## src/csb_pkg.sv

```systemverilog
// Shared types, codes and helpers for the counting semaphore bank.
// Depends on nothing; imported by every module of the block.
package csb_pkg;

  localparam int unsigned NumSlotsDefault = 64;

  // Request modes
  localparam logic [1:0] MODE_CREATE = 2'd0;
  localparam logic [1:0] MODE_DOWN   = 2'd1;
  localparam logic [1:0] MODE_UP     = 2'd2;
  localparam logic [1:0] MODE_FREE   = 2'd3;

  // Result status codes
  localparam logic [1:0] STAT_OK      = 2'd0;
  localparam logic [1:0] STAT_ERR     = 2'd1;
  localparam logic [1:0] STAT_BLOCKED = 2'd2;

  // One slot's counters as held in the memory
  typedef struct packed {
    logic [15:0] count;
    logic [7:0]  holders;
    logic [7:0]  waiters;
  } entry_t;

  function automatic logic [7:0] inc8(input logic [7:0] v);
    inc8 = (v == 8'hFF) ? v : v + 8'd1;
  endfunction

  function automatic logic [7:0] dec8(input logic [7:0] v);
    dec8 = (v == 8'h00) ? v : v - 8'd1;
  endfunction

endpackage

```

## src/counting_semaphore_bank_unit.sv

```systemverilog
// Counting semaphore bank: a bank of NUM_SLOTS semaphores with create, down, up
// and free requests; one result per request.
// Channels: input request (mode, sem_id, init_value) and output result (status,
// slot_index, granted), each with valid and stall; a transfer happens on a clock
// edge where valid is high and stall is low.
// Flow: a request is not taken until the one before it has finished its modify
// step. The accept cycle reads the slot's counters from the one-read, one-write
// counter memory; the modify step then changes them, writes them back and loads
// the result register. The next request is taken in the cycle after the
// write-back, so a read never overlaps a pending write.
// Create picks the lowest free slot from the used bits at accept time.
// Stalling: the result register holds while out_stall_i is high; a second
// request may already be read meanwhile, and it then waits in its modify step
// until the result register is free.
// Reset: rst_ni clears used bits, memory written bits and all control state at
// once; entries never written read as zero, so no clearing pass is needed.
module counting_semaphore_bank_unit import csb_pkg::*; #(
  parameter int unsigned NUM_SLOTS = NumSlotsDefault
) (
  input  logic               clk_i,
  input  logic               rst_ni,
  input  logic               in_valid_i,
  output logic               in_stall_o,
  input  logic [1:0]         mode_i,
  input  logic signed [7:0]  sem_id_i,
  input  logic signed [15:0] init_value_i,
  output logic               out_valid_o,
  input  logic               out_stall_i,
  output logic [1:0]         status_o,
  output logic [5:0]         slot_index_o,
  output logic               granted_o
);

  localparam int unsigned IW = (NUM_SLOTS > 1) ? $clog2(NUM_SLOTS) : 1;

  typedef enum logic [1:0] {
    S_IDLE = 2'b01,
    S_EXEC = 2'b10
  } state_e;

  state_e state_q, state_d;

  // request held for the modify step
  logic [1:0]    mode_q;
  logic [IW-1:0] id_q;
  logic          id_ok_q;
  logic [15:0]   init_q;
  logic          free_found_q;
  logic [IW-1:0] free_idx_q;

  logic [NUM_SLOTS-1:0] used_q, used_d;

  logic       out_valid_q, out_valid_d;
  logic [1:0] status_q, status_d;
  logic [5:0] slot_q, slot_d;
  logic       granted_q, granted_d;

  logic          accept;
  logic          fire;
  logic          id_ok;
  logic          alloc_found;
  logic [IW-1:0] alloc_idx;
  logic          wr_en;
  logic [IW-1:0] wr_addr;
  entry_t        wr_data;
  entry_t        rd_data;
  logic [7:0]    holders_dn;
  logic [6:0]    slot_wide;

  assign in_stall_o = (state_q != S_IDLE);
  assign accept     = in_valid_i && !in_stall_o;
  // modify step completes only when the result register can take the result
  assign fire       = (state_q == S_EXEC) && !(out_valid_q && out_stall_i);

  // id names a slot when non-negative and below the bank size
  assign id_ok = !sem_id_i[7] && ({1'b0, sem_id_i[6:0]} < 8'(NUM_SLOTS));

  csb_alloc #(
    .NUM_SLOTS(NUM_SLOTS),
    .IW       (IW)
  ) u_alloc (
    .used_i (used_q),
    .found_o(alloc_found),
    .idx_o  (alloc_idx)
  );

  csb_mem #(
    .NUM_SLOTS(NUM_SLOTS),
    .IW       (IW)
  ) u_mem (
    .clk_i    (clk_i),
    .rst_ni   (rst_ni),
    .rd_en_i  (accept),
    .rd_addr_i(sem_id_i[IW-1:0]),
    .wr_en_i  (wr_en),
    .wr_addr_i(wr_addr),
    .wr_data_i(wr_data),
    .rd_data_o(rd_data)
  );

  // capture the request and the free-slot search at accept
  always_ff @(posedge clk_i) begin
    if (accept) begin
      mode_q       <= mode_i;
      id_q         <= sem_id_i[IW-1:0];
      id_ok_q      <= id_ok;
      init_q       <= init_value_i;
      free_found_q <= alloc_found;
      free_idx_q   <= alloc_idx;
    end
  end

  assign holders_dn = dec8(rd_data.holders);
  assign slot_wide  = 7'(free_idx_q);

  // modify step: decide the result and the write-back
  always_comb begin
    status_d  = STAT_OK;
    slot_d    = '0;
    granted_d = 1'b0;
    wr_en     = 1'b0;
    wr_addr   = id_q;
    wr_data   = rd_data;
    used_d    = used_q;

    case (mode_q)
      MODE_CREATE: begin
        if (init_q[15] || !free_found_q) begin
          status_d = STAT_ERR;
        end else begin
          wr_addr            = free_idx_q;
          wr_data.count      = init_q;
          wr_data.holders    = '0;
          wr_data.waiters    = '0;
          wr_en              = 1'b1;
          used_d[free_idx_q] = 1'b1;
          slot_d             = slot_wide[5:0];
        end
      end
      MODE_DOWN: begin
        if (!id_ok_q || !used_q[id_q]) begin
          status_d = STAT_ERR;
        end else if (rd_data.count == 16'd0) begin
          // no unit left: record a waiter
          wr_data.waiters = inc8(rd_data.waiters);
          wr_en           = 1'b1;
          status_d        = STAT_BLOCKED;
        end else begin
          wr_data.count   = rd_data.count - 16'd1;
          wr_data.holders = inc8(rd_data.holders);
          wr_en           = 1'b1;
        end
      end
      MODE_UP: begin
        // used bit is not checked on up
        if (!id_ok_q) begin
          status_d = STAT_ERR;
        end else begin
          wr_en = 1'b1;
          if (rd_data.waiters != 8'd0) begin
            // hand the unit straight to one waiter
            wr_data.waiters = rd_data.waiters - 8'd1;
            wr_data.holders = inc8(holders_dn);
            granted_d       = 1'b1;
          end else begin
            wr_data.holders = holders_dn;
            if (rd_data.count != 16'hFFFF) begin
              wr_data.count = rd_data.count + 16'd1;
            end
          end
        end
      end
      MODE_FREE: begin
        if (!id_ok_q || rd_data.holders != 8'd0 || rd_data.waiters != 8'd0) begin
          status_d = STAT_ERR;
        end else begin
          used_d[id_q] = 1'b0;
        end
      end
      default: begin
        status_d = STAT_ERR;
      end
    endcase

    // hold everything until the result can be loaded
    if (!fire) begin
      wr_en  = 1'b0;
      used_d = used_q;
    end
  end

  always_comb begin
    state_d = state_q;
    case (state_q)
      S_IDLE: begin
        if (accept) begin
          state_d = S_EXEC;
        end
      end
      S_EXEC: begin
        if (fire) begin
          state_d = S_IDLE;
        end
      end
      default: begin
        state_d = S_IDLE;
      end
    endcase
  end

  always_comb begin
    out_valid_d = out_valid_q;
    if (fire) begin
      out_valid_d = 1'b1;
    end else if (out_valid_q && !out_stall_i) begin
      out_valid_d = 1'b0;
    end
  end

  always_ff @(posedge clk_i or negedge rst_ni) begin
    if (!rst_ni) begin
      state_q     <= S_IDLE;
      used_q      <= '0;
      out_valid_q <= 1'b0;
    end else begin
      state_q     <= state_d;
      used_q      <= used_d;
      out_valid_q <= out_valid_d;
    end
  end

  // result register: load on a completed modify step
  always_ff @(posedge clk_i) begin
    if (fire) begin
      status_q  <= status_d;
      slot_q    <= slot_d;
      granted_q <= granted_d;
    end
  end

  assign out_valid_o  = out_valid_q;
  assign status_o     = status_q;
  assign slot_index_o = slot_q;
  assign granted_o    = granted_q;

endmodule

```

## src/csb_mem.sv

```systemverilog
// Counter memory of the semaphore bank: one entry per slot, registered read.
// Depends on csb_pkg. A per-entry written bit makes unwritten entries read as zero.
module csb_mem import csb_pkg::*; #(
  parameter int unsigned NUM_SLOTS = NumSlotsDefault,
  parameter int unsigned IW        = (NUM_SLOTS > 1) ? $clog2(NUM_SLOTS) : 1
) (
  input  logic          clk_i,
  input  logic          rst_ni,
  input  logic          rd_en_i,
  input  logic [IW-1:0] rd_addr_i,
  input  logic          wr_en_i,
  input  logic [IW-1:0] wr_addr_i,
  input  entry_t        wr_data_i,
  output entry_t        rd_data_o
);

  entry_t                 mem [NUM_SLOTS];
  logic   [NUM_SLOTS-1:0] written_q;
  entry_t                 rd_q;
  logic                   rd_valid_q;

  always_ff @(posedge clk_i) begin
    if (wr_en_i) begin
      mem[wr_addr_i] <= wr_data_i;
    end
    if (rd_en_i) begin
      rd_q <= mem[rd_addr_i];
    end
  end

  always_ff @(posedge clk_i or negedge rst_ni) begin
    if (!rst_ni) begin
      written_q  <= '0;
      rd_valid_q <= 1'b0;
    end else begin
      if (wr_en_i) begin
        written_q[wr_addr_i] <= 1'b1;
      end
      if (rd_en_i) begin
        rd_valid_q <= written_q[rd_addr_i];
      end
    end
  end

  assign rd_data_o = rd_valid_q ? rd_q : '0;

endmodule

```

## src/csb_alloc.sv

```systemverilog
// Free-slot finder: lowest slot whose used bit is clear.
// Depends on csb_pkg for the default bank size.
module csb_alloc import csb_pkg::*; #(
  parameter int unsigned NUM_SLOTS = NumSlotsDefault,
  parameter int unsigned IW        = (NUM_SLOTS > 1) ? $clog2(NUM_SLOTS) : 1
) (
  input  logic [NUM_SLOTS-1:0] used_i,
  output logic                 found_o,
  output logic [IW-1:0]        idx_o
);

  always_comb begin
    found_o = 1'b0;
    idx_o   = '0;
    // scan downward so the lowest free slot wins
    for (int i = NUM_SLOTS - 1; i >= 0; i--) begin
      if (!used_i[i]) begin
        found_o = 1'b1;
        idx_o   = IW'(i);
      end
    end
  end

endmodule

```

## config.mk

```make
export PLATFORM = sky130hd
export DESIGN_NAME = counting_semaphore_bank_unit
export DESIGN_NICKNAME = d
export VERILOG_FILES = /design/src/csb_pkg.sv /design/src/counting_semaphore_bank_unit.sv /design/src/csb_mem.sv /design/src/csb_alloc.sv
export SDC_FILE = /design/constraint.sdc
export NUM_CORES = 2
export LEC_CHECK = 0
export BUFFER_PORTS_ARGS = -buffer_cell sky130_fd_sc_hd__buf_2
export CAP_MARGIN = 20
export CORE_UTILIZATION = 30
export DETAILED_ROUTE_END_ITERATION = 12
export PLACE_DENSITY = 0.49
export SETUP_SLACK_MARGIN = 0.15
export SLEW_MARGIN = 20
export SYNTH_ARGS = -nofsm -noshare
export SYNTH_HDL_FRONTEND = slang
export SYNTH_SLANG_ARGS = --single-unit
export TNS_END_PERCENT = 30
```

## constraint.sdc

```tcl
create_clock -name clk_i -period 8.6 [get_ports clk_i]
set_input_delay 0.43 -clock clk_i [delete_from_list [all_inputs] [get_ports clk_i]]
set_output_delay 0.43 -clock clk_i [all_outputs]
set_load 0.03 [all_outputs]
```

* Word-level counts from Yosys, hierarchy flattened
Memory sizes are Yosys's and may differ from the RTL's. A register that Yosys moved wholly into a read port is not among the register bits.
Cells that the tools add are included.
** Cells by class
- Add/subtract/negate cells :: 7
- Multipliers :: 0
- Reduce and logical (&&, ||, !) cells :: 36
- Eq/ne operators :: 14
- Bitwise gates (word level) :: 5
- $lt $le $gt $ge :: 8
- Shift-type cells :: 0
- Multiplexer cells :: 113
- Divide/modulo/power cells :: 0
** Operator list (number)
- 6-bit two-way mux :: 34
- 32-bit two-way mux :: 4
- 64-bit two-way mux :: 2
- 64-bit bitwise OR :: 2
- 64-bit one-hot mux with 2 select lines :: 1
- 32-bit one-hot mux with 3 select lines :: 1
- 5-bit two-way mux :: 16
- 64-bit bitwise AND :: 1
- 64-bit inverter :: 1
- 63-bit AND reduction :: 1
- 8-bit two-way mux :: 7
- 16-bit two-way mux :: 2
- 4-bit two-way mux :: 8
- 32-bit AND reduction :: 1
- 6-bit by 7-bit < comparator with 1-bit output (second input constant) :: 4
- 8-bit by 1-bit adder with 8-bit output (second input constant) :: 3
- 8-bit equality test (second input constant) :: 3
- 24-bit two-way mux :: 1
- 1-bit two-way mux :: 19
- 1-bit demux with 6-bit select :: 3
- 6-bit by 1-bit greater-or-equal comparator with 1-bit output (second input constant) :: 3
- 16-bit by 1-bit adder with 16-bit output (second input constant) :: 1
- 16-bit zero test :: 1
- 16-bit inequality test (second input constant) :: 1
- 26 further kinds :: 63
** Storage, ports and cells
- Word-level logic and storage cells :: 203
- Input bits :: 30
- Bits in latches :: 0
- ROM bits :: 0
- Register bits after elaboration :: 173
- Memory bits (writable) :: 2048
- Output and inout port bits :: 11
- Memories kept :: 1
** Memories
- u_mem.mem :: words 64, bits a word 32, read ports 1, clocked after memory_dff 1, wr ports 1, line csb_mem.sv:17 : entry_t mem [NUM_SLOTS];

* Logic depth before layout (Yosys ltp)
- Word-level depth :: 63
- Depth in mapped cells :: 17
- Depth with buffers taken out :: 12

* Modules after synthesis
A second synthesis with hierarchy kept.
** Unflattened totals
- Cells, all modules :: 4624
- Area, all modules :: 89633.5 um^2
** By module, submodules not included
- csb_mem :: instances 1, area each 81130.3 um^2, seq. area each 64086.5 um^2, cells each 3574
- counting_semaphore_bank_unit :: instances 1, area each 7684.9 um^2, seq. area each 2909.0 um^2, cells each 906
- csb_alloc :: instances 1, area each 818.3 um^2, seq. area each 0.0 um^2, cells each 144

* Least setup slack after synthesis
Ideal clock, no wire load.
- Path type :: register to register
- Start :: reg u_mem.rd_valid_q
- End :: mem u_mem.mem[0][3] in the netlist's numbering, data pin
- Setup time :: 1.009 ns
- Setup slack :: 0.476 ns
- Buffers on the path :: 7
- Data required time :: 7.591 ns
- Cell stages (with the launch flop) :: 16
- Period minus slack after synthesis :: 8.124 ns
- Arrival time :: 7.115 ns
- Cell sequence :: dfrtp_1 clkbuf_1 clkbuf_1 clkbuf_1 buf_2 buf_2 buf_2 buf_1 nand2_1 inv_1 ha_1 nand3_1 or2_2 nand2_1 nor2_1 o311ai_0
** RTL lines
- start, declared :: line csb_mem.sv:20 : logic rd_valid_q;
- start signal, assigned :: line csb_mem.sv:40 : rd_valid_q <= written_q[rd_addr_i];
- end, declared :: line csb_mem.sv:17

* Worst setup path in the final report
- Start :: reg id_q[0]
- End :: mem u_mem.mem[52][18] in the netlist's numbering (enable)
** Between the ends
- Longest elaborated chain between the ends :: 9
- Elaborated cells on any way between the ends :: 11
- Those cells by class :: mux (9); reduce/logical (2)
** Ends and longest elaborated chain
- start, declared :: line counting_semaphore_bank_unit.sv:45 : logic [IW-1:0] id_q;
- start signal, assigned :: line counting_semaphore_bank_unit.sv:105 : id_q <= sem_id_i[IW-1:0];
- 1-bit binary-select mux with 6-bit select :: line counting_semaphore_bank_unit.sv:141 : if (!id_ok_q || !used_q[id_q]) begin
- 1-bit two-way mux (not written as such) :: line counting_semaphore_bank_unit.sv:141
- 1-bit zero test :: line counting_semaphore_bank_unit.sv:141
- 1-bit logical OR :: line counting_semaphore_bank_unit.sv:141
- 1-bit two-way mux :: line counting_semaphore_bank_unit.sv:141
- 1-bit one-hot mux with 3 select lines :: line counting_semaphore_bank_unit.sv:126 : case (mode_q)
- 1-bit two-way mux :: line counting_semaphore_bank_unit.sv:186 : if (!fire) begin
- 1-bit two-way mux :: line csb_mem.sv:23 : if (wr_en_i) begin
- 1-bit two-way mux (not written as such) :: line csb_mem.sv:24 : mem[wr_addr_i] <= wr_data_i;
Parallel ways exist; a longest one is shown, timed or not. The select of a mux whose other input is x is not followed.

==> impl_metrics.env <==
export IMPL_irDropWorstVdd_uv=195.9
export IMPL_fin_crit_sh_pct=61.36
export IMPL_layout_cells_non_filler=8602
export IMPL_die_y_microns=549.8
export IMPL_path_class="reg2reg"
export IMPL_final_net_count=4502
export IMPL_drive_above_1_share_pct=28.48
export IMPL_synth_edf_count=2121
export IMPL_slowest_stage="edfxtp_1"
export IMPL_max_stage_delay_ns=0.86
export IMPL_setup_ws_ns=3.323
export IMPL_die_area_sq_um=302300
export IMPL_ff2ff_path_depth=9
export IMPL_end_kind="register"
export IMPL_gp_congestion=0.8578
export IMPL_hold_viol=0
export IMPL_root_buffer="clkbuf_16"
export IMPL_cts_resized=0
export IMPL_mostFrequentLayoutCell="edfxtp_1"
export IMPL_dp_cells=8137
export IMPL_yosys_warnings=0
export IMPL_critPathLaunch="id_q[0]"
export IMPL_ioPinCount=41
export IMPL_start_util_pct=30.23
export IMPL_cts_tree="done"
export IMPL_grt_pass1_vias=44890
export IMPL_cts_setup_buffers=0
export IMPL_hp_class="in2reg"
export IMPL_grt_overflow=0
export IMPL_core_area_sq_um=297800
export IMPL_hpwl_mm=154.8
export IMPL_syn_inst=4246
export IMPL_antenna_found_initial=34
export IMPL_reg2reg_from="id_q[0]"
export IMPL_grt_usage_pct=16.89
export IMPL_path_common_cell="buf_4"
export IMPL_worst_slew_pin_transition_ns=1.350
export IMPL_cp_required_ns=9.13
export IMPL_crit_chain="clkinv_1 -> mux4_2 -> a21boi_0 -> a221o_1 -> o31ai_4 -> o21a_4 -> buf_4 -> nor3_4 -> buf_4"
export IMPL_leakage_nw=32.72
export IMPL_num_rows=200
export IMPL_cp_arrival_ns=5.81
export IMPL_place_ws_ns=3.334
export IMPL_rsz0062_at_grt="no"
export IMPL_fin_skew_ns=0.1076
export IMPL_area_growth_pct=15.19
export IMPL_final_max_slew_viol_count=0
export IMPL_max_cap_viol_count=0
export IMPL_powerDensity_nw_per_um2=234.4
export IMPL_syn_nets=4284
export IMPL_ff2ff_setup_slack_ns=3.32
export IMPL_critical_path_max_fanout=31
export IMPL_cts_htree_levels=4
export IMPL_fin_tns_setup_ns=0
export IMPL_synth_area_per_cell_sq_um=21.20
export IMPL_io_buffers=40
export IMPL_insertion_delay_ns=0.91
export IMPL_netlist_area_sq_um=90040
export IMPL_drt_first_pass_iters=5
export IMPL_synthDistinctLibCells=87
export IMPL_r2r_end="u_mem.mem[52][18]"
export IMPL_drt_wl_total_mm=257.3
export IMPL_cts_max_path_buffers=4
export IMPL_cts_buffers=239
export IMPL_setup_violations=0
export IMPL_clock_sinks=2253
export IMPL_num_vias=45550
export IMPL_cts_hold_buf=23
export IMPL_status="completed"
export IMPL_first_iter_violations=5569
export IMPL_avgRoutedWirePerCell_microns=29.91
export IMPL_viasPerCell=5.295
export IMPL_dieWidth_microns=549.8
export IMPL_drtAntennaViolNets=0
export IMPL_ys_ff_latch=2253
export IMPL_grt_pass1_wl_mm=361.8
export IMPL_slew_headroom_pct=9.206
export IMPL_synthFlopType="edfxtp_1"
export IMPL_async_reset_ff_share_pct=5.859
export IMPL_hold_ws_ns=0.1225
export IMPL_drc=0
export IMPL_endpoint="u_mem.mem[52][18]"
export IMPL_timing_fmax_ghz=0.1895
export IMPL_ys_seq_area_share_pct=74.41
export IMPL_worstSetupStartpointType="register"
export IMPL_period_minus_slack_ns=5.277
export IMPL_grt_max_degree=119
export IMPL_final_cell_mix="edfxtp_1 (2121), mux4_2 (693), clkbuf_16 (240)"
export IMPL_clkTransAtPathRegs_ns=0.06
==> Yosys cell counts (15+ instances only) <==
library cell	instances	area [sq um]
edfxtp_1	2121	63690
nand2_1	164	615.6
dfrtp_1	131	3278
buf_1	50	187.7
or2_1	50	312.8
mux2i_1	18	180.2
a21oi_1	46	230.2
o21bai_1	15	112.6
buf_2	19	95.09
nand3_1	54	270.3
inv_1	32	120.1
and3_1	15	93.84
nor3_2	50	500.5
a31oi_1	19	118.9
o21ai_0	189	945.9
mux4_2	693	15610
nor2_1	98	367.9
nand4_1	35	219.0
clkbuf_1	147	551.8
nor3_1	27	135.1
==> routing by layer <==
| metal | track usage [%] | vias up | part of all wire [%] |
|---|---|---|---|
| li1 | - | 18430 | - |
| met1 | 26.47 | 25040 | 47 |
| met2 | 23.99 | 1765 | 43 |
| met3 | 2.624 | 312 | 7.1 |
| met4 | 4.753 | 2 | 2.7 |
| met5 | 0 | - | 0.0051 |
==> per-stage QoR <==
step | cell area [sq um] | util (%) | total power (W)
2_1_floorplan | 90040 | - | 0.01379
3_3_place_gp | 96080 | 32.27 | 0.01476
3_5_place_dp | 96130 | 32.28 | 0.01479
4_1_cts | 103600 | 34.80 | 0.02458
5_1_grt | 103700 | 34.82 | 0.02507
6_report | 103700 | 34.83 | 0.02431
==> worst min path at each step <==
stage                 from           to  slack (ns)  cells after the start
5_1_grt        sem_id_i[4]      id_q[4]         0.1                      1
4_1_cts        sem_id_i[4]      id_q[4]        0.09                      1
6_report       sem_id_i[4]      id_q[4]        0.12                      1
3_3_place_gp        rst_ni    used_q[3]        0.42                      1
2_1_floorplan       rst_ni  out_valid_o        0.13                      0
3_5_place_dp        rst_ni   state_q[1]        0.43                      1
==> cell type report <==
type | count | area, sq um
sequential | 2253 | 67000
fill | 27610 | 194100
timing repair buffer | 203 | 1675
clock buffer | 306 | 6314
antenna | 17 | 42.54
tap | 3939 | 4928
clock inverter | 117 | 958.4
inverter | 34 | 127.6
multi-input combinational | 1733 | 22660
==> registers in the layout, indices dropped and copies added, names as in the netlist, 2 cells and up <==
name / cells
free_idx_q: 6
id_q: 6
init_q: 16
mode_q: 2
slot_index_o: 6
state_q: 2
status_o: 2
u_mem.mem: 2048
u_mem.rd_q: 32
u_mem.written_q: 64
used_q: 64
==> power by group <==
group	internal, W	switching, W	total, W
combinational	0.000549	0.00147	0.00202
clock	0.00556	0.00420	0.00976
sequential	0.0124	0.0000886	0.0125
==> critical path, delay by kind of cell (launching register included) <==
kind / cells / cell delay, ns
buf+inv: 3 / 1.40
flops: 1 / 0.86
mux: 1 / 0.56
simple gates: 1 / 0.85
compound gates: 4 / 1.16
==> kinds of logic after synthesis <==
group                      synth area share, %
DFF                                      74.41
muxes                                    17.76
and+or+nand+nor                          3.509
AOI/OAI and AO/OA                        2.824
buffers and inverters                    1.234
xor gates and xnor gates                0.1556
adders and majority gates               0.1112
Note: power is estimated with default switching activity, not from simulation.
